**src/rtl/mst_pkg.sv**
```systemverilog
// Shared constants, codes and byte-class helpers for the MessagePack stream tokeniser.
// No dependencies; compiled first.
`default_nettype none
package mst_pkg;

	localparam int DEF_MAX_DEPTH = 16;
	localparam int CNT_W = 33;

	// token kinds
	localparam logic [3:0] TK_ARRAY = 4'd0;
	localparam logic [3:0] TK_MAP   = 4'd1;
	localparam logic [3:0] TK_NIL   = 4'd2;
	localparam logic [3:0] TK_BOOL  = 4'd3;
	localparam logic [3:0] TK_INT   = 4'd4;
	localparam logic [3:0] TK_UINT  = 4'd5;
	localparam logic [3:0] TK_F32   = 4'd6;
	localparam logic [3:0] TK_F64   = 4'd7;
	localparam logic [3:0] TK_STR   = 4'd8;
	localparam logic [3:0] TK_BIN   = 4'd9;
	localparam logic [3:0] TK_PAY   = 4'd10;
	localparam logic [3:0] TK_ERROR = 4'd11;

	// error codes
	localparam logic [3:0] E_NONE    = 4'd0;
	localparam logic [3:0] E_TOP     = 4'd1;
	localparam logic [3:0] E_DEEP    = 4'd2;
	localparam logic [3:0] E_VAL     = 4'd3;
	localparam logic [3:0] E_KEY     = 4'd4;
	localparam logic [3:0] E_WIDE    = 4'd5;
	localparam logic [3:0] E_NAN     = 4'd6;
	localparam logic [3:0] E_EARLY   = 4'd7;
	localparam logic [3:0] E_STRLEN  = 4'd8;

	// configuration register indexes
	localparam logic [1:0] CFG_DEPTH_LIMIT = 2'd0;
	localparam logic [1:0] CFG_WIDE_KEYS   = 2'd1;
	localparam logic [1:0] CFG_CAP_STR     = 2'd2;

	typedef struct packed {
		logic             clear;
		logic             push;
		logic             push_map;
		logic [CNT_W-1:0] push_cnt;
		logic             complete;
	} stk_cmd_t;

	function automatic logic is_container(input logic [7:0] t);
		return (t inside {[8'h80:8'h9f], [8'hdc:8'hdf]});
	endfunction

	function automatic logic is_wide_str(input logic [7:0] t);
		return (t == 8'hc6) || (t == 8'hdb);
	endfunction

	function automatic logic key_ok(input logic [7:0] t);
		return (t inside {[8'h00:8'h7f], [8'he0:8'hff], [8'ha0:8'hbf], 8'hc4, 8'hc5,
			8'hd9, 8'hda, 8'hca, 8'hcb, [8'hcc:8'hcf]});
	endfunction

	function automatic logic supported(input logic [7:0] t);
		return !(t inside {8'hc1, [8'hc7:8'hc9], [8'hd4:8'hd8]});
	endfunction

	function automatic logic [3:0] header_len(input logic [7:0] t);
		logic [3:0] r;
		r = 4'd0;
		case (t) inside
			8'hc4, 8'hd9:                      r = 4'd1;
			8'hc5, 8'hda, 8'hdc, 8'hde:        r = 4'd2;
			8'hc6, 8'hdb, 8'hdd, 8'hdf, 8'hca: r = 4'd4;
			8'hcb:                             r = 4'd8;
			[8'hcc:8'hcf], [8'hd0:8'hd3]:      r = 4'(4'd1 << t[1:0]);
			default:                           r = 4'd0;
		endcase
		return r;
	endfunction

endpackage
`default_nettype wire

```
**src/rtl/mst_if.sv**
```systemverilog
// Valid/ready channel interfaces for encoded bytes in and tokens out.
// Depends on nothing.
`default_nettype none
interface mst_in_if;
	logic       valid;
	logic       ready;
	logic [7:0] in_byte;
	logic       first_byte;
	logic       last_byte;
	modport source(output valid, in_byte, first_byte, last_byte, input ready);
	modport sink(input valid, in_byte, first_byte, last_byte, output ready);
endinterface

interface mst_tok_if;
	logic        valid;
	logic        ready;
	logic [3:0]  token_kind;
	logic [63:0] token_value;
	logic        in_key_slot;
	logic [4:0]  nest_level;
	logic [4:0]  closes_after;
	logic [3:0]  error_code;
	logic        message_done;
	modport source(output valid, token_kind, token_value, in_key_slot, nest_level,
		closes_after, error_code, message_done, input ready);
	modport sink(input valid, token_kind, token_value, in_key_slot, nest_level,
		closes_after, error_code, message_done, output ready);
endinterface
`default_nettype wire

```
**src/rtl/mst_stack.sv**
```systemverilog
// Nesting stack of remaining element counts with one-step close cascade.
// Depends on mst_pkg.
`default_nettype none
module mst_stack import mst_pkg::*; #(
	parameter int MAX_DEPTH = DEF_MAX_DEPTH,
	parameter int SPW       = $clog2(MAX_DEPTH + 1)
) (
	input  wire logic           clk,
	input  wire logic           arst_n,
	input  wire stk_cmd_t       cmd,
	output logic [SPW-1:0]      sp,
	output logic [SPW-1:0]      sp_next,
	output logic [SPW-1:0]      casc_sp,
	output logic                key_slot
);
	localparam int IW = (MAX_DEPTH > 1) ? $clog2(MAX_DEPTH) : 1;

	logic [SPW-1:0]   sp_q;
	logic [CNT_W-1:0] cnt_q [MAX_DEPTH];
	logic             map_q [MAX_DEPTH];
	logic [IW-1:0]    top_idx;
	logic [IW-1:0]    dec_idx;

	assign sp      = cmd.clear ? '0 : sp_q;
	assign top_idx = IW'(sp - SPW'(1));
	assign dec_idx = IW'(casc_sp - SPW'(1));
	assign key_slot = (sp != '0) && map_q[top_idx] && !cnt_q[top_idx][0];

	// highest open level whose count is not one stays open; all above close
	always_comb begin
		casc_sp = '0;
		for (int i = 0; i < MAX_DEPTH; i++) begin
			if ((SPW'(i) < sp) && (cnt_q[i] != CNT_W'(1)))
				casc_sp = SPW'(i + 1);
		end
	end

	always_comb begin
		if (cmd.push)
			sp_next = sp + SPW'(1);
		else if (cmd.complete)
			sp_next = casc_sp;
		else
			sp_next = sp;
	end

	always_ff @(posedge clk or negedge arst_n) begin
		if (!arst_n)
			sp_q <= '0;
		else
			sp_q <= sp_next;
	end

	always_ff @(posedge clk) begin
		if (cmd.push) begin
			cnt_q[IW'(sp)] <= cmd.push_cnt;
			map_q[IW'(sp)] <= cmd.push_map;
		end else if (cmd.complete && casc_sp != '0) begin
			cnt_q[dec_idx] <= cnt_q[dec_idx] - CNT_W'(1);
		end
	end
endmodule
`default_nettype wire

```
**src/rtl/msgpack_stream_tokenizer.sv**
```systemverilog
// Top level of the MessagePack stream tokeniser: byte decode, header assembly, token register.
// Depends on mst_pkg, mst_if (mst_in_if, mst_tok_if) and mst_stack.
//
// Usage: encoded bytes arrive on in_ch, one per transaction, with first_byte marking the
// start of a message (it restarts the parse) and last_byte the end of the buffer. Tokens
// leave on tok_ch: one per container header, scalar, string/binary header, payload byte or
// error. Header bytes of multi-byte items give no token until the header is complete.
// Throughput: one byte per cycle unless a full output register stalls intake. A token
// appears on tok_ch the cycle after the byte that caused it is taken, from the single output
// register; the close cascade is a priority encode over the stack counts in the same cycle.
// in_ch.ready is high whenever the output register is empty or being drained, so a
// stalled receiver holds the token and stops intake only while the register is full.
// Reset (arst_n low) empties the output register, clears the stack pointer and puts the
// parser idle; bytes without first_byte are then ignored. After an error token or a
// completed message the parser waits for the next first_byte.
// Configuration (cfg_we/cfg_index/cfg_data) is written only while idle by the user; the block
// does not enforce it. Index 0 is the depth limit, 1 allows wide keys, 2 caps string lengths.
`default_nettype none
module msgpack_stream_tokenizer import mst_pkg::*; #(
	parameter int MAX_DEPTH = DEF_MAX_DEPTH
) (
	input  wire logic       clk,
	input  wire logic       arst_n,
	mst_in_if.sink          in_ch,
	mst_tok_if.source       tok_ch,
	input  wire logic       cfg_we,
	input  wire logic [1:0] cfg_index,
	input  wire logic [4:0] cfg_data
);
	localparam int SPW = $clog2(MAX_DEPTH + 1);
	localparam int CW  = ((SPW > 5) ? SPW : 5) + 1;

	typedef enum logic [2:0] {
		PH_IDLE, PH_TYPE, PH_HDR, PH_PAY, PH_DONE, PH_ERR
	} phase_t;

	// configuration
	logic [4:0] depth_limit_q;
	logic       wide_keys_q;
	logic       cap_str_q;

	// parse state
	phase_t      phase_q, phase_n;
	logic [63:0] acc_q, acc_n;
	logic [3:0]  left_q, left_n;
	logic [7:0]  ptype_q, ptype_n;
	logic [31:0] pay_q, pay_n;

	// token register
	logic        tok_v_q;
	logic [3:0]  kind_q;
	logic [63:0] val_q;
	logic        key_q;
	logic [4:0]  lvl_q;
	logic [4:0]  closes_q;
	logic [3:0]  err_q;
	logic        done_q;

	// stack
	stk_cmd_t        cmd;
	logic [SPW-1:0]  sp_eff, sp_next, casc_sp;
	logic            key_slot;

	logic        fire, active, in_rdy;
	logic [7:0]  b;
	phase_t      ph_eff;

	// per-byte decode
	logic        emit;
	logic [3:0]  kind;
	logic [63:0] val;
	logic        key;
	logic [4:0]  lvl;
	logic [4:0]  closes;
	logic [3:0]  err;
	logic        done;

	logic [3:0]  tp_err;
	logic [3:0]  hl;
	logic [63:0] acc_new;
	logic [3:0]  left_new;
	logic [31:0] pay_dec;
	logic        fin;
	logic [7:0]  ft;
	logic [63:0] fv;
	logic        cmpl;
	logic        extra;
	logic [CW-1:0] lim;

	assign in_rdy      = !tok_v_q || tok_ch.ready;
	assign in_ch.ready = in_rdy;
	assign fire        = in_ch.valid && in_rdy;
	assign b           = in_ch.in_byte;
	assign active      = in_ch.first_byte ||
		(phase_q == PH_TYPE) || (phase_q == PH_HDR) || (phase_q == PH_PAY);
	assign ph_eff      = in_ch.first_byte ? PH_TYPE : phase_q;
	assign acc_new     = {acc_q[55:0], b};
	assign left_new    = left_q - 4'd1;
	assign pay_dec     = pay_q - 32'd1;
	assign hl          = header_len(b);
	assign lim = (CW'(depth_limit_q) > CW'(MAX_DEPTH)) ? CW'(MAX_DEPTH) : CW'(depth_limit_q);

	mst_stack #(.MAX_DEPTH(MAX_DEPTH), .SPW(SPW)) u_stack (
		.clk      (clk),
		.arst_n   (arst_n),
		.cmd      (cmd),
		.sp       (sp_eff),
		.sp_next  (sp_next),
		.casc_sp  (casc_sp),
		.key_slot (key_slot)
	);

	// type byte checks, by slot: top level, map key, ordinary value
	always_comb begin
		tp_err = E_NONE;
		if (sp_eff == '0) begin
			if (!is_container(b))
				tp_err = E_TOP;
		end else if (key_slot) begin
			if (is_wide_str(b)) begin
				if (!wide_keys_q)
					tp_err = E_WIDE;
			end else if (!key_ok(b)) begin
				tp_err = E_KEY;
			end
		end else if (!supported(b)) begin
			tp_err = E_VAL;
		end
	end

	always_comb begin
		emit    = 1'b0;
		kind    = TK_ERROR;
		val     = '0;
		key     = key_slot;
		lvl     = 5'(sp_eff);
		closes  = '0;
		err     = E_NONE;
		done    = 1'b0;
		fin     = 1'b0;
		cmpl    = 1'b0;
		extra   = 1'b0;
		phase_n = phase_q;
		acc_n   = acc_q;
		left_n  = left_q;
		ptype_n = ptype_q;
		pay_n   = pay_q;
		cmd     = '0;
		cmd.clear = fire && in_ch.first_byte;
		ft      = (ph_eff == PH_TYPE) ? b : ptype_q;
		fv      = acc_new;
		if (ph_eff == PH_TYPE) begin
			if (b inside {[8'h80:8'h9f]})
				fv = {60'd0, b[3:0]};
			else if (b inside {[8'ha0:8'hbf]})
				fv = {59'd0, b[4:0]};
			else
				fv = {56'd0, b};
		end

		if (fire && active) begin
			if (in_ch.first_byte)
				phase_n = PH_TYPE;
			case (ph_eff)
				PH_TYPE: begin
					if (tp_err != E_NONE) begin
						err = tp_err;
					end else if (hl != 4'd0) begin
						ptype_n = b;
						left_n  = hl;
						acc_n   = '0;
						phase_n = PH_HDR;
					end else begin
						fin = 1'b1;
					end
				end
				PH_HDR: begin
					acc_n  = acc_new;
					left_n = left_new;
					if (left_new == 4'd0)
						fin = 1'b1;
				end
				PH_PAY: begin
					pay_n = pay_dec;
					emit  = 1'b1;
					kind  = TK_PAY;
					val   = {56'd0, b};
					if (pay_dec == 32'd0)
						cmpl = 1'b1;
				end
				default: ;
			endcase

			if (fin) begin
				emit = 1'b1;
				if (is_container(ft)) begin
					kind = (ft inside {[8'h80:8'h8f], 8'hde, 8'hdf}) ? TK_MAP : TK_ARRAY;
					if ((CW'(sp_eff) + CW'(1)) >= lim) begin
						err = E_DEEP;
					end else if (fv[31:0] == 32'd0) begin
						cmpl  = 1'b1;
						extra = 1'b1;
					end else begin
						val          = {32'd0, fv[31:0]};
						cmd.push     = 1'b1;
						cmd.push_map = (kind == TK_MAP);
						cmd.push_cnt = (kind == TK_MAP) ? {fv[31:0], 1'b0} : {1'b0, fv[31:0]};
						phase_n      = PH_TYPE;
					end
				end else if (ft inside {[8'ha0:8'hbf], [8'hc4:8'hc6], [8'hd9:8'hdb]}) begin
					kind = (ft inside {[8'hc4:8'hc6]}) ? TK_BIN : TK_STR;
					if (is_wide_str(ft) && cap_str_q && (fv[31:24] != 8'd0)) begin
						err = E_STRLEN;
					end else if (fv[31:0] == 32'd0) begin
						cmpl = 1'b1;
					end else begin
						val     = {32'd0, fv[31:0]};
						pay_n   = fv[31:0];
						phase_n = PH_PAY;
					end
				end else if (ft == 8'hca) begin
					kind = TK_F32;
					val  = {32'd0, fv[31:0]};
					if (fv[30:23] == 8'hff)
						err = E_NAN;
					else
						cmpl = 1'b1;
				end else if (ft == 8'hcb) begin
					kind = TK_F64;
					val  = fv;
					if (fv[62:52] == 11'h7ff)
						err = E_NAN;
					else
						cmpl = 1'b1;
				end else if (ft inside {[8'hcc:8'hcf]}) begin
					kind = TK_UINT;
					val  = fv;
					cmpl = 1'b1;
				end else if (ft inside {[8'hd0:8'hd3]}) begin
					kind = TK_INT;
					cmpl = 1'b1;
					case (ft[1:0])
						2'd0:    val = {{56{fv[7]}}, fv[7:0]};
						2'd1:    val = {{48{fv[15]}}, fv[15:0]};
						2'd2:    val = {{32{fv[31]}}, fv[31:0]};
						default: val = fv;
					endcase
				end else if (ft == 8'hc0) begin
					kind = TK_NIL;
					cmpl = 1'b1;
				end else if (ft == 8'hc2 || ft == 8'hc3) begin
					kind = TK_BOOL;
					val  = {63'd0, ft[0]};
					cmpl = 1'b1;
				end else if (ft <= 8'h7f) begin
					kind = TK_UINT;
					val  = {56'd0, ft};
					cmpl = 1'b1;
				end else begin
					// negative fixint, 0xe0 included
					kind = TK_INT;
					val  = {56'hff_ffff_ffff_ffff, ft};
					cmpl = 1'b1;
				end
			end

			if (cmpl) begin
				cmd.complete = 1'b1;
				closes  = 5'(({1'b0, sp_eff} - {1'b0, casc_sp}) + (SPW+1)'(extra));
				done    = (casc_sp == '0);
				phase_n = done ? PH_DONE : PH_TYPE;
			end

			if (err != E_NONE) begin
				emit    = 1'b1;
				phase_n = PH_ERR;
			end else if (in_ch.last_byte &&
				(phase_n == PH_TYPE || phase_n == PH_HDR || phase_n == PH_PAY)) begin
				// buffer ended with the message still open
				emit    = 1'b1;
				err     = E_EARLY;
				lvl     = 5'(sp_next);
				phase_n = PH_ERR;
			end

			if (err != E_NONE) begin
				kind   = TK_ERROR;
				val    = '0;
				key    = 1'b0;
				closes = '0;
				done   = 1'b0;
			end
		end
	end

	always_ff @(posedge clk or negedge arst_n) begin
		if (!arst_n) begin
			depth_limit_q <= 5'd16;
			wide_keys_q   <= 1'b0;
			cap_str_q     <= 1'b1;
		end else if (cfg_we) begin
			case (cfg_index)
				CFG_DEPTH_LIMIT: depth_limit_q <= cfg_data;
				CFG_WIDE_KEYS:   wide_keys_q   <= cfg_data[0];
				CFG_CAP_STR:     cap_str_q     <= cfg_data[0];
				default: ;
			endcase
		end
	end

	always_ff @(posedge clk or negedge arst_n) begin
		if (!arst_n) begin
			phase_q  <= PH_IDLE;
			acc_q    <= '0;
			left_q   <= '0;
			ptype_q  <= '0;
			pay_q    <= '0;
			tok_v_q  <= 1'b0;
			kind_q   <= '0;
			val_q    <= '0;
			key_q    <= 1'b0;
			lvl_q    <= '0;
			closes_q <= '0;
			err_q    <= '0;
			done_q   <= 1'b0;
		end else begin
			phase_q <= phase_n;
			acc_q   <= acc_n;
			left_q  <= left_n;
			ptype_q <= ptype_n;
			pay_q   <= pay_n;
			if (in_rdy) begin
				tok_v_q <= emit;
				if (emit) begin
					kind_q   <= kind;
					val_q    <= val;
					key_q    <= key;
					lvl_q    <= lvl;
					closes_q <= closes;
					err_q    <= err;
					done_q   <= done;
				end
			end
		end
	end

	assign tok_ch.valid        = tok_v_q;
	assign tok_ch.token_kind   = kind_q;
	assign tok_ch.token_value  = val_q;
	assign tok_ch.in_key_slot  = key_q;
	assign tok_ch.nest_level   = lvl_q;
	assign tok_ch.closes_after = closes_q;
	assign tok_ch.error_code   = err_q;
	assign tok_ch.message_done = done_q;
endmodule
`default_nettype wire

```
**src/flat_wrapper.sv**
```systemverilog
// flat-port wrapper written by rule: the top's interface ports become plain ports
module msgpack_stream_tokenizer_flat import mst_pkg::*;
#(
	parameter int MAX_DEPTH = DEF_MAX_DEPTH
)
  (clk, arst_n, cfg_we, cfg_index, cfg_data, in_ch_valid, in_ch_in_byte, in_ch_first_byte, in_ch_last_byte, in_ch_ready, tok_ch_valid, tok_ch_token_kind, tok_ch_token_value, tok_ch_in_key_slot, tok_ch_nest_level, tok_ch_closes_after, tok_ch_error_code, tok_ch_message_done, tok_ch_ready);
  mst_in_if in_ch_i ();
  mst_tok_if tok_ch_i ();
  input  wire logic clk;
  input  wire logic arst_n;
  input  wire logic cfg_we;
  input  wire logic [1:0] cfg_index;
  input  wire logic [4:0] cfg_data;
  input wire logic [$bits(in_ch_i.valid)-1:0] in_ch_valid;
  input wire logic [$bits(in_ch_i.in_byte)-1:0] in_ch_in_byte;
  input wire logic [$bits(in_ch_i.first_byte)-1:0] in_ch_first_byte;
  input wire logic [$bits(in_ch_i.last_byte)-1:0] in_ch_last_byte;
  output wire logic [$bits(in_ch_i.ready)-1:0] in_ch_ready;
  output wire logic [$bits(tok_ch_i.valid)-1:0] tok_ch_valid;
  output wire logic [$bits(tok_ch_i.token_kind)-1:0] tok_ch_token_kind;
  output wire logic [$bits(tok_ch_i.token_value)-1:0] tok_ch_token_value;
  output wire logic [$bits(tok_ch_i.in_key_slot)-1:0] tok_ch_in_key_slot;
  output wire logic [$bits(tok_ch_i.nest_level)-1:0] tok_ch_nest_level;
  output wire logic [$bits(tok_ch_i.closes_after)-1:0] tok_ch_closes_after;
  output wire logic [$bits(tok_ch_i.error_code)-1:0] tok_ch_error_code;
  output wire logic [$bits(tok_ch_i.message_done)-1:0] tok_ch_message_done;
  input wire logic [$bits(tok_ch_i.ready)-1:0] tok_ch_ready;
  assign in_ch_i.valid = in_ch_valid;
  assign in_ch_i.in_byte = in_ch_in_byte;
  assign in_ch_i.first_byte = in_ch_first_byte;
  assign in_ch_i.last_byte = in_ch_last_byte;
  assign in_ch_ready = in_ch_i.ready;
  assign tok_ch_valid = tok_ch_i.valid;
  assign tok_ch_token_kind = tok_ch_i.token_kind;
  assign tok_ch_token_value = tok_ch_i.token_value;
  assign tok_ch_in_key_slot = tok_ch_i.in_key_slot;
  assign tok_ch_nest_level = tok_ch_i.nest_level;
  assign tok_ch_closes_after = tok_ch_i.closes_after;
  assign tok_ch_error_code = tok_ch_i.error_code;
  assign tok_ch_message_done = tok_ch_i.message_done;
  assign tok_ch_i.ready = tok_ch_ready;
  msgpack_stream_tokenizer #(.MAX_DEPTH(MAX_DEPTH)) u_core (.clk(clk), .arst_n(arst_n), .in_ch(in_ch_i), .tok_ch(tok_ch_i), .cfg_we(cfg_we), .cfg_index(cfg_index), .cfg_data(cfg_data));
endmodule
```
**config.mk**
```make
export PLATFORM = sky130hd
export DESIGN_NAME = msgpack_stream_tokenizer_flat
export DESIGN_NICKNAME = d
export VERILOG_FILES = /design/src/rtl/mst_pkg.sv /design/src/rtl/mst_if.sv /design/src/rtl/mst_stack.sv /design/src/rtl/msgpack_stream_tokenizer.sv /design/src/flat_wrapper.sv
export SDC_FILE = /design/constraint.sdc
export NUM_CORES = 1
export LEC_CHECK = 0
export ABC_CLOCK_PERIOD_IN_PS = 13360
export CAP_MARGIN = 0
export CORE_AREA = 2 2 307 309
export CTS_BUF_LIST = sky130_fd_sc_hd__clkbuf_8 sky130_fd_sc_hd__clkbuf_16
export CTS_CLUSTER_SIZE = 16
export DETAILED_ROUTE_END_ITERATION = 12
export DIE_AREA = 0 0 309 311
export DONT_BUFFER_PORTS = 1
export PLACE_DENSITY = 0.63
export SYNTH_ARGS = -nofsm -noshare
export SYNTH_HDL_FRONTEND = slang
export SYNTH_SLANG_ARGS = --single-unit
```
**constraint.sdc**
```tcl
create_clock -name clk -period 13.36 [get_ports clk]
set_input_delay 3.34 -clock clk [delete_from_list [all_inputs] [get_ports clk]]
set_output_delay 3.34 -clock clk [all_outputs]
set_load 0.005 [all_outputs]
```
# Word-level counts from Yosys, hierarchy flattened
# Memory sizes are Yosys's and may differ from the RTL's.
# Index checks and enable logic that the tools add are counted.
# classes
add_sub_neg	9
n_lt_le_gt_ge	52
n_eq_ne	56
n_shift	1
n_mux	166
n_bitwise	1
n_reduce_logical	85
# ops
cell	count
64-bit 2-to-1 mux	16
33-bit by 1-bit != test with 1-bit output, second input constant	16
32-bit 2-to-1 mux	7
64-bit one-hot mux with 3 select lines	1
8-bit equality test, second input constant	23
4-bit 2-to-1 mux	38
35-bit 2-to-1 mux	4
8-bit <= comparator, second input constant	16
8-bit greater-or-equal comparator, second input constant	15
5-bit 2-to-1 mux	24
56-bit 2-to-1 mux	2
56-bit one-hot mux with 2 select lines	1
33-bit 2-to-1 mux	2
32-bit zero test	2
3-bit 2-to-1 mux	18
1-bit 2-to-1 mux	45
1-bit logical AND	42
4-bit by 5-bit < comparator with 1-bit output, first input constant	8
36-bit 2-to-1 mux	1
33-bit OR reduction	1
33-bit by 1-bit subtractor with 33-bit output, second input constant	1
32-bit by 1-bit subtractor with 32-bit output, second input constant	1
8-bit 2-to-1 mux	3
3-bit by 5-bit < comparator with 1-bit output, first input constant	4
39 further kinds	79
# word_totals
reg_bits	200
ramBits	544
inputBits	22
wordCells	389
mem_count	2
# memory_table
memory	depth	width	rd	rd_clocked_by_memory_dff	write_ports	line	source
u_core.u_stack.cnt_q	16	33	18	0	1	mst_stack.sv:19	logic [CNT_W-1:0] cnt_q [MAX_DEPTH];
u_core.u_stack.map_q	16	1	1	0	1	mst_stack.sv:20	logic map_q [MAX_DEPTH];

# Depth between registers and ports, before layout
# Gate-level depths: netlist (run 1).
# logic_depth
word_depth	37
depth_mapped	33
depth_no_buf	25

# Modules after synthesis
# A second synthesis (run 1) with hierarchy kept.
# unflattened
cells_unflattened	3146
area_unflattened_um2	37634.8
# by_module_without_submodules
mod	instances	cells_per_inst	area_each_um2	seq_area_each_um2
mst_stack	1	1669	25210.4	16460.8
msgpack_stream_tokenizer	1	1477	12424.4	4882.2

# Least setup slack after synthesis (run 1)
# No wires, ideal clock.
# synth_timing
kind	input-to-reg
from	in in_ch_valid
to	mem u_core.u_stack.cnt_q[0][32], data pin
arrival_time_ns	9.939
t_required_ns	13.066
path_slack_ns	3.126
path_stages	25
path_cell_list	buf_2 inv_2 o31ai_4 nor2_1 a311o_1 o21ai_1 o211ai_4 nand2_4 inv_2 buf_2 buf_2 buf_2 buf_2 ha_1 clkbuf_1 clkbuf_1 clkbuf_1 clkbuf_1 clkbuf_1 clkbuf_1 mux4_2 a311oi_1 nand4_1 xnor2_1 o22ai_1
# synth_via
elab_chain_cells	28
elab_cells_between_ends	86
# synth_lines
item	line	source
start, declared	flat_wrapper.sv:14	input wire logic [$bits(in_ch_i.valid)-1:0] in_ch_valid;
1-bit logical AND (*)	msgpack_stream_tokenizer.sv:92	assign fire = in_ch.valid && in_rdy;
branches (longest 26 deep; another with 1-bit by 5-bit < comparator with 1-bit output)	-	
33-bit 2-to-1 mux (no source line) (*)	-	
end, declared	mst_stack.sv:19	
# Every way passes the cells marked *. The select of a mux whose other input is x is not followed.

# Final worst setup path (run 1)
# layout_timing
from	in tok_ch_ready
to	mem u_core.u_stack.cnt_q[10][32], data pin
# layout_via
elab_chain_cells	29
elab_cells_between_ends	87
# layout_lines
item	line	source
start, declared	flat_wrapper.sv:27	input wire logic [$bits(tok_ch_i.ready)-1:0] tok_ch_ready;
1-bit logical OR (*)	msgpack_stream_tokenizer.sv:90	assign in_rdy = !tok_v_q || tok_ch.ready;
named net in_ch_ready	flat_wrapper.sv:18	output wire logic [$bits(in_ch_i.ready)-1:0] in_ch_ready;
1-bit logical AND (*)	msgpack_stream_tokenizer.sv:92	
branches (longest 26 deep; another with 1-bit by 5-bit < comparator with 1-bit output)	-	
33-bit 2-to-1 mux (no source line) (*)	-	
# Mark *: on every way through the listed nets, which the timed path passes. The select of a mux whose other input is x is not followed.

==> results.md, run 1 <==
* PwrDens at 274 nW/µm²
* Fmax at 0.0890 GHz
* DRC viols at 0
* Pins Over Slew Limit at 0
* Yosys warns at 0
* Worst hold path type: reg -> reg
* Placed Area at 38,200 µm²
* TNS Setup at 0 ns
* Asr flop ratio synth at a little over a quarter
* Peak supply drop at 449 µV
* Synth-to-Final Area Change at 11.4%
* Row count at 112
* Crit end category: register
* Setup-failing EPs final at 0
* Die height at 311 µm
* Worst setup path class: in -> reg
* Area of all placed cells without fillers at 41,000 µm²
* First-pass GRT wire length at 186 mm
* Final Wtd Congestion at 0.974
* Worst Hold Launch: u_core.tok_ch.token_value[1]$_DFFE_PN0P_
* Number of distinct library cells after synthesis at 97
* DIE WIDTH at 309 µm
* Synth Instances at ~3,200
* Startpoint Class: primary input
* RSZ-0062 raised after global routing: no
* CTS clock-pin slew for the worst setup and hold paths at 0.06 ns
* Largest net degree at the start of global routing at roughly 200
* Post-CTS Hold Buffers at 0
* Largest cells by area after synthesis: edfxtp_1, dfrtp_1, mux4_2
* Cts repair resizes at 0
* Top FF cell, synth: edfxtp_1
* Required time worst endpoint at 13.67 ns
* Synth top area share at between 40% and 50%
* CP max FO at 24
* Net count after synthesis at between 3,000 and 4,000
* WL/cell at 29.1 µm
* Nets at around 3,200
* Die ar. at 96,100 µm²
* Initial antenna violation count at 7
* Via count at between 20,000 and 30,000
* Synth area leader: edfxtp_1
* Post-DP HPWL at 89.3 mm
* Final hold vios at 0
* Clock Path Buffers at 3
* Vias in the first global route at 26,700
* Antenna-violating nets left at 0
* Post-CTS Repair Setup Buffers at 0
* Final worst-path cycle share at 84.1%
* Crit path launch: tok_ch_ready
* Hold depth at 2
* Relative slew slack at a little under a tenth
* Vias/cell at between 6 and 7
* Clock Sinks at 744
* Root buffer cell: clkbuf_16
* Area of the core at 92,800 µm²
* # IOs at 108
* Clk_skew at 0.0500 ns
* GRT Overall Usage at 26.3%
* CTS tree: built
* Clk Latency, worst-skew pair at 0.68 ns
* Final WL at 129 mm
* Layout cells sized above 1 at 11.6%
* Worst slew pin tran at 1.35 ns
* Worst reg2reg path depth at 25
* Pre-antenna DRT Iters at 8
* Reg2Reg Launch Point: u_core.u_stack.cnt_q[9][0]$_DFFE_PP_
* Register area share after synthesis at approximately 58%
* Outcome: completed
* Total CTS buffers at between 80 and 90
* Area of the mapped netlist at ~37,000 µm²
* Syn avg cell area at about 12 µm²
* Total of max-cap violations at 0
* Leakage power at roughly 15 nW
* Fillcell total at between 8,000 and 9,000
* Arr. time, crit path at 11.55 ns
* IO buf count at 0
* EDFF count, synth at 544
* H-tree depth at 3
* Synthesized flop and latch total at 744
* Minimum clock period at 11.24 ns
* 1st-iter DRT viols at slightly above 4,000
* Total congestion overflow at 0
* Initial Util at about two fifths
layer usage:
layer  vias up  share of wire (%)  track usage, %  routed length [µm]
met4        12                4.2            10.1                5400
met3       335                 12            7.32               15300
met5         -              0.057               0                  74
li1      12200                  -               -                   -
met1     14100                 39            35.3               50100
met2      1789                 45            40.4               58200
logic make-up (layout without fill, tap and decap cells):
family          Yosys count  after routing  share of synthesized area (%)
buf+inv                 275            277                           3.23
simple gates           1081           1081                           14.3
mux                     171            171                           7.86
fa+ha+maj                25             25                          0.870
compound gates          833            833                           14.6
other cells               0              3                              0
flops                   744            744                           58.0
xor+xnor                 49             49                           1.17
synth_stat cells (12+ instances only):
master and n:
a2111oi_0 27, a211oi_1 23, a21o_1 17, a21oi_1 180, a22o_1 12, a22oi_1 41
a31oi_1 48, a32oi_1 22, and2_1 21, buf_1 13, buf_2 38, clkbuf_1 142
dfrtp_1 198, edfxtp_1 544, ha_1 24, inv_1 56, mux2_2 14, mux2i_1 64
mux4_2 93, nand2_1 406, nand2b_1 22, nand3_1 68, nand4_1 44, nor2_1 199
nor2b_1 18, nor3_1 70, nor4_1 125, nor4b_1 17, o211ai_1 52, o21ai_0 222
o22a_1 14, o22ai_1 43, o31ai_1 35, or3_1 26, xnor2_1 32, xor2_1 17
report_power, final:
| part | total (mW) | switching (mW) | internal [mW] |
|---|---|---|---|
| clock | 2.37 | 0.980 | 1.39 |
| sequential | 2.76 | 0.149 | 2.61 |
| combinational | 6.12 | 3.90 | 2.22 |
| total | 11.3 | 5.03 | 6.22 |
final timing paths:
kind | endpoint | slack [ns]
max reg2reg | u_core.u_stack.cnt_q[10][32]$_DFFE_PP_ | 2.94
max | u_core.u_stack.cnt_q[10][32]$_DFFE_PP_ | 2.12
min in group asynchronous | u_core.pay_q[10]$_DFFE_PN0P_ | 2.41
min | u_core.tok_ch.token_value[1]$_DFFE_PN0P_ | 0.50
min reg2reg | u_core.tok_ch.token_value[1]$_DFFE_PN0P_ | 0.50
max in group asynchronous | u_core.depth_limit_q[0]$_DFFE_PN0P_ | 10.26
sequential cells by signal, indices dropped and copies added (netlist names):
| name | flops |
|---|---|
| u_core.u_stack.cnt_q | 528 |
| u_core.tok_ch.token_value | 64 |
| u_core.acc_q | 56 |
| u_core.pay_q | 32 |
| u_core.u_stack.map_q | 16 |
| u_core.ptype_q | 8 |
| u_core.depth_limit_q | 5 |
| u_core.tok_ch.closes_after | 5 |
| u_core.tok_ch.nest_level | 5 |
| u_core.u_stack.sp_q | 5 |
| u_core.left_q | 4 |
| u_core.tok_ch.error_code | 4 |
| u_core.tok_ch.token_kind | 4 |
| u_core.phase_q | 3 |
| u_core.cap_str_q | 1 |
| u_core.tok_ch.in_key_slot | 1 |
| u_core.tok_ch.message_done | 1 |
| u_core.tok_ch.valid | 1 |
| u_core.wide_keys_q | 1 |
cell usage in the layout (no fill, tap or decap), drive strengths merged, types with 22 or more instances in the layout:
cell type and n:
a2111oi 27, clkbuf 90, o22ai 44, clkinv 22, mux2i 64, ha 24, edfxtp 544, nand2b 22
a22oi 41, a211oi 26, a32oi 22, a21oi 183, o21ai 234, o211ai 55, or3 27, nor2 199
a31oi 48, nand4 44, dfrtp 198, buf 67, inv 80, nand2 407, nand3 68, xnor2 32
nor4 127, mux4 93, nor3 72, o31ai 38
per-stage QoR:
| stage | instances | util (%) | setup slack, ns | hold slack [ns] | total power [mW] |
|---|---|---|---|---|---|
| after floorplan | 3178 | - | 3.13 | 0.447 | 7.23 |
| after global placement | 4285 | 41.2 | 1.75 | 0.487 | 8.75 |
| after detailed placement | 4285 | 41.2 | 1.50 | 0.494 | 8.76 |
| after CTS | 4433 | 44.2 | 2.19 | 0.507 | 11.1 |
| after global routing | 4434 | 44.2 | 1.62 | 0.524 | 11.7 |
| final | 4437 | 44.2 | 2.12 | 0.501 | 11.3 |
final cells by class:
cell class | count | area, µm² | share of cell area, %
antenna | 3 | 7.51 | 0.0183
clock buffer | 90 | 2170 | 5.30
clock inverter | 58 | 662 | 1.61
inverter | 62 | 233 | 0.567
multi-input combinational | 2159 | 14500 | 35.4
sequential | 744 | 21300 | 52.0
tap | 1254 | 1570 | 3.82
timing repair buffer | 67 | 528 | 1.29
critical path: stages:
cell,delay (ns)
nor2b_4,0.26
inv_2,0.21
nand3_1,0.35
o21ai_0,0.22
a21oi_1,0.43
o21ai_1,0.32
o211ai_4,0.25
nand2_8,0.24
inv_2,0.35
ha_1,0.44
inv_1,0.10
nor2_1,0.87
a2111oi_0,0.26
a2111oi_0,0.43
or4_1,0.20
mux2i_1,0.07
buf_4,0.18
inv_1,0.06
ha_1,0.17
o2111ai_1,0.14
a211oi_1,0.41
nand3_1,0.55
nor3_2,0.48
nand4_1,0.20
xnor2_1,0.18
o22ai_1,0.79
Power figures use the tool's default switching activity.
==> run 2, diff against run 1 <==
--- a/config.mk
+++ b/config.mk
@@ -5,15 +5,16 @@
 export SDC_FILE = /design/constraint.sdc
 export NUM_CORES = 1
 export LEC_CHECK = 0
-export ABC_CLOCK_PERIOD_IN_PS = 13360
+export ABC_AREA = 1
+export ABC_CLOCK_PERIOD_IN_PS = 9550
 export CAP_MARGIN = 0
-export CORE_AREA = 2 2 307 309
+export CORE_AREA = 2 2 320 322
 export CTS_BUF_LIST = sky130_fd_sc_hd__clkbuf_8 sky130_fd_sc_hd__clkbuf_16
 export CTS_CLUSTER_SIZE = 16
 export DETAILED_ROUTE_END_ITERATION = 12
-export DIE_AREA = 0 0 309 311
+export DIE_AREA = 0 0 322 324
 export DONT_BUFFER_PORTS = 1
-export PLACE_DENSITY = 0.63
+export PLACE_DENSITY = 0.65
 export SYNTH_ARGS = -nofsm -noshare
 export SYNTH_HDL_FRONTEND = slang
 export SYNTH_SLANG_ARGS = --single-unit
==> constraint.sdc (replaced) <==
create_clock -name clk -period 9.55 [get_ports clk]
set_input_delay 2.3875 -clock clk [delete_from_list [all_inputs] [get_ports clk]]
set_output_delay 2.3875 -clock clk [all_outputs]
set_load 0.005 [all_outputs]
==> results.md, run 2 <==
* Outcome: completed (unchanged)
* Row count at 117 (was 112)
* Antenna-violating nets left at 0 (unchanged)
* Die ar. at 104,000 µm² (was 96,100 µm²)
* Largest Register: u_core.u_stack.cnt_q (unchanged)
* Share of total power in combinational logic at 52.2% (was 54.4%)
* Arr. time, crit path at 8.12 ns (was 11.55 ns)
* Clock Path Buffers at 3 (unchanged)
* Dpl ws at 1.18 ns (was 1.50 ns)
* Commonest non-fill, non-tap cell in the layout: nand2_1 (was edfxtp_1)
* # IOs at 108 (unchanged)
* Synth area leader: edfxtp_1 (unchanged)
* Cell internal pwr at 8.44 mW (was 6.22 mW)
* Fillcell total at 9,804 (was 8,529)
* PwrDens at 364 nW/µm² (was 274 nW/µm²)
* Top FF cell, synth: edfxtp_1 (unchanged)
* Yosys warns at 0 (unchanged)
* Minimum clock period at 7.82 ns
* Final Wtd Congestion at 0.962 (was 0.974)
* Commonest non-fill, non-tap cells in the layout: nand2_1, nand3_1, inv_1 (was edfxtp_1, nand2_1, o21ai_0)
* Cts repair resizes at 0 (unchanged)
* Worst slew pin tran at 1.37 ns (was 1.35 ns)
* Synth-to-Final Area Change at 11.1% (was 11.4%)
* Max reg flops at 528 (unchanged)
* Die height at 324 µm (was 311 µm)
* Post-CTS Repair Setup Buffers at 0 (unchanged)
* Clk Latency, worst-skew pair at 0.68 ns (about the same)
* Hold depth at 2 (unchanged)
* Pins Over Slew Limit at 0 (unchanged)
* Largest cells by area after synthesis: edfxtp_1, dfrtp_1, nand3_1 (was edfxtp_1, dfrtp_1, mux4_2)
* Startpoint Class: primary input (unchanged)
* H-tree depth at 3 (unchanged)
* Asr flop ratio synth at 26.9% (unchanged)
* Worst hold path type: reg -> reg (unchanged)
* Required time worst endpoint at 9.85 ns (was 13.67 ns)
* Vias/cell at 5.69 (was 6.41)
* Largest net degree at the start of global routing at 202 (was 201)
* Clock Sinks at 744 (unchanged)
* Relative slew slack at 7.75% (was 9.43%)
* CP max stage cell: o21ai_1 (was nor2_1)
* EDFF count, synth at 544 (unchanged)
* IO buf count at 0 (unchanged)
* Sequential Power Share at 26.0% (was 24.5%)
* Net Sw Frac at 48.0% (was 44.7%)
* Clk_skew at 0.0264 ns (was 0.0500 ns)
* Fmax at ~0.13 GHz
* Area of the core at 101,000 µm² (was 92,800 µm²)
* Vias in the first global route at 32,100 (was 26,700)
* Leakage power at 18.6 nW (was 14.6 nW)
* DIE WIDTH at 322 µm (was 309 µm)
* Multi-input logic area at 15,100 µm² (was 14,500 µm²)
* Setup-failing EPs final at 0 (unchanged)
* Net Sw Power at 7.79 mW (was 5.03 mW)
* TNS Setup at 0 ns (unchanged)
* Initial antenna violation count at 2 (was 7)
* Layout cells sized above 1 at 6.74% (was 11.6%)
* Synthesized flop and latch total at 744 (unchanged)
* Post-layout util at 44.1% (was 44.2%)
* Final WL at 136 mm (was 129 mm)
* Commonest cells in the netlist: nand2_1, nand3_1, inv_1, edfxtp_1, nor2_1 (was edfxtp_1, nand2_1, o21ai_0, nor2_1, dfrtp_1)
* Pre-antenna DRT Iters at 6 (was 8)
* Final hold vios at 0 (unchanged)
* Most frequent cell after synthesis: nand2_1 (was edfxtp_1)
* WL/cell at 22.7 µm (was 29.1 µm)
* Crit end category: register (unchanged)
* Area of the mapped netlist at 40,100 µm² (was 36,800 µm²)
* GRT Overall Usage at 25.7% (was 26.3%)
* DRC viols at 0 (unchanged)
* RSZ-0062 raised after global routing: no (unchanged)
* Initial Util at 39.7% (about the same)
* Worst reg2reg path depth at 24 (was 25)
* Total congestion overflow at 0 (unchanged)
* Synth Instances at 4,695 (was 3,178)
* CP max FO at 83 (was 24)
* Final WS setup at 1.73 ns (was 2.12 ns)
* Syn avg cell area at 8.54 µm² (was 11.6 µm²)
* Synth top area share at 40.8% (was 44.4%)
* CP max stage delay at 0.63 ns (was 0.87 ns)
* CTS tree: built (unchanged)
* Net count after synthesis at 4,742 (was 3,225)
* Number of distinct library cells after synthesis at 69 (was 97)
* Register area share after synthesis at 53.3% (was 58.0%)
* Root buffer cell: clkbuf_16 (unchanged)
* Post-DP HPWL at 94.3 mm (was 89.3 mm)
* Peak supply drop at 765 µV (was 449 µV)
* Total of max-cap violations at 0 (unchanged)
* Post-CTS Hold Buffers at 0 (unchanged)
* Total CTS buffers at 87 (was 81)
* # diodes at 0 (was 3)
* CTS clock-pin slew for the worst setup and hold paths at 0.06 ns (about the same)
* Register Area at 21,300 µm² (unchanged)
* Cell mode on critical path: nand2_1
* Final worst-path cycle share at 81.9%
* First-pass GRT wire length at 203 mm (was 186 mm)
* Worst setup path class: in -> reg (unchanged)
* 1st-iter DRT viols at 4,716 (was 4,027)
* Nets at 4,666 (was 3,162)
* Clk pwr share at 21.8% (was 21.1%)
* Via count at 34,200 (was 28,500)
[run 2: power by group through the flow]
stage                     clock [mW]  combinational (mW)  sequential [mW]
after floorplan                    0                5.83             4.21
after global placement             0                8.25             4.28
after detailed placement           0                8.27             4.28
after CTS                       3.57                8.31             4.22
after global routing            3.68                9.25             4.26
final                           3.53                8.47             4.23
[run 2: worst max-delay path: cells and delay by family]
kind	cells	cell delay, ns
simple gates	28	3.11
compound gates	4	1.01
buf+inv	5	1.01
fa+ha+maj	2	0.54
[run 2: area by class of cell]
cell class,count,share of cell area (%)
clock buffers,93,5.12
clock inverters,68,1.65
inverters,705,5.95
multi-input cells,3001,34.0
flip-flops and latches,744,47.9
well taps,1309,3.68
repair buffers,80,1.69
[run 2: layer usage]
metal	wire, µm	vias to the layer above	global-route usage [%]
met1	56200	16400	34.9
met5	27	-	0
met3	12600	263	5.04
met2	62300	1701	40.5
met4	5380	4	10.4
li1	-	15800	-
[run 2: cell families (layout without fill, tap and decap cells)]
logic type	Yosys count	in the layout	share of synthesized area, %
AO/OA/AOI/OAI	611	611	8.98
AND/OR/NAND/NOR	2322	2322	26.4
adder cells (fa/ha/maj)	25	25	0.799
buffers and inverters	950	946	9.50
multiplexers	5	5	0.134
flip-flops	744	744	53.3
XOR/XNOR	38	38	0.896
[run 2: path summary, 6_finish.rpt]
kind | startpoint | to | slack, ns
max in group asynchronous | arst_n | u_core.pay_q[8]$_DFFE_PN0P_ | 7.71
setup reg to reg | u_core.u_stack.cnt_q[12][29]$_DFFE_PP_ | u_core.u_stack.cnt_q[5][24]$_DFFE_PP_ | 2.40
hold / removal | u_core.ptype_q[7]$_DFFE_PN0P_ | u_core.ptype_q[7]$_DFFE_PN0P_ | 0.46
min in group asynchronous | arst_n | u_core.depth_limit_q[3]$_DFFE_PN0P_ | 1.42
hold reg to reg | u_core.ptype_q[7]$_DFFE_PN0P_ | u_core.ptype_q[7]$_DFFE_PN0P_ | 0.46
setup / recovery | tok_ch_ready | u_core.u_stack.cnt_q[5][24]$_DFFE_PP_ | 1.73
[run 2: stage by stage]
stage / area, µm² / hold WS, ns / std cells / total power [mW]
6_report: 44500 / 0.458 / 6000 / 16.2
2_1_floorplan: 40100 / 0.423 / 4695 / 10.0
5_1_grt: 44500 / 0.488 / 6000 / 17.2
4_1_cts: 44500 / 0.465 / 6000 / 16.1
3_3_place_gp: 41500 / 0.445 / 5839 / 12.5
3_5_place_dp: 41500 / 0.449 / 5839 / 12.6
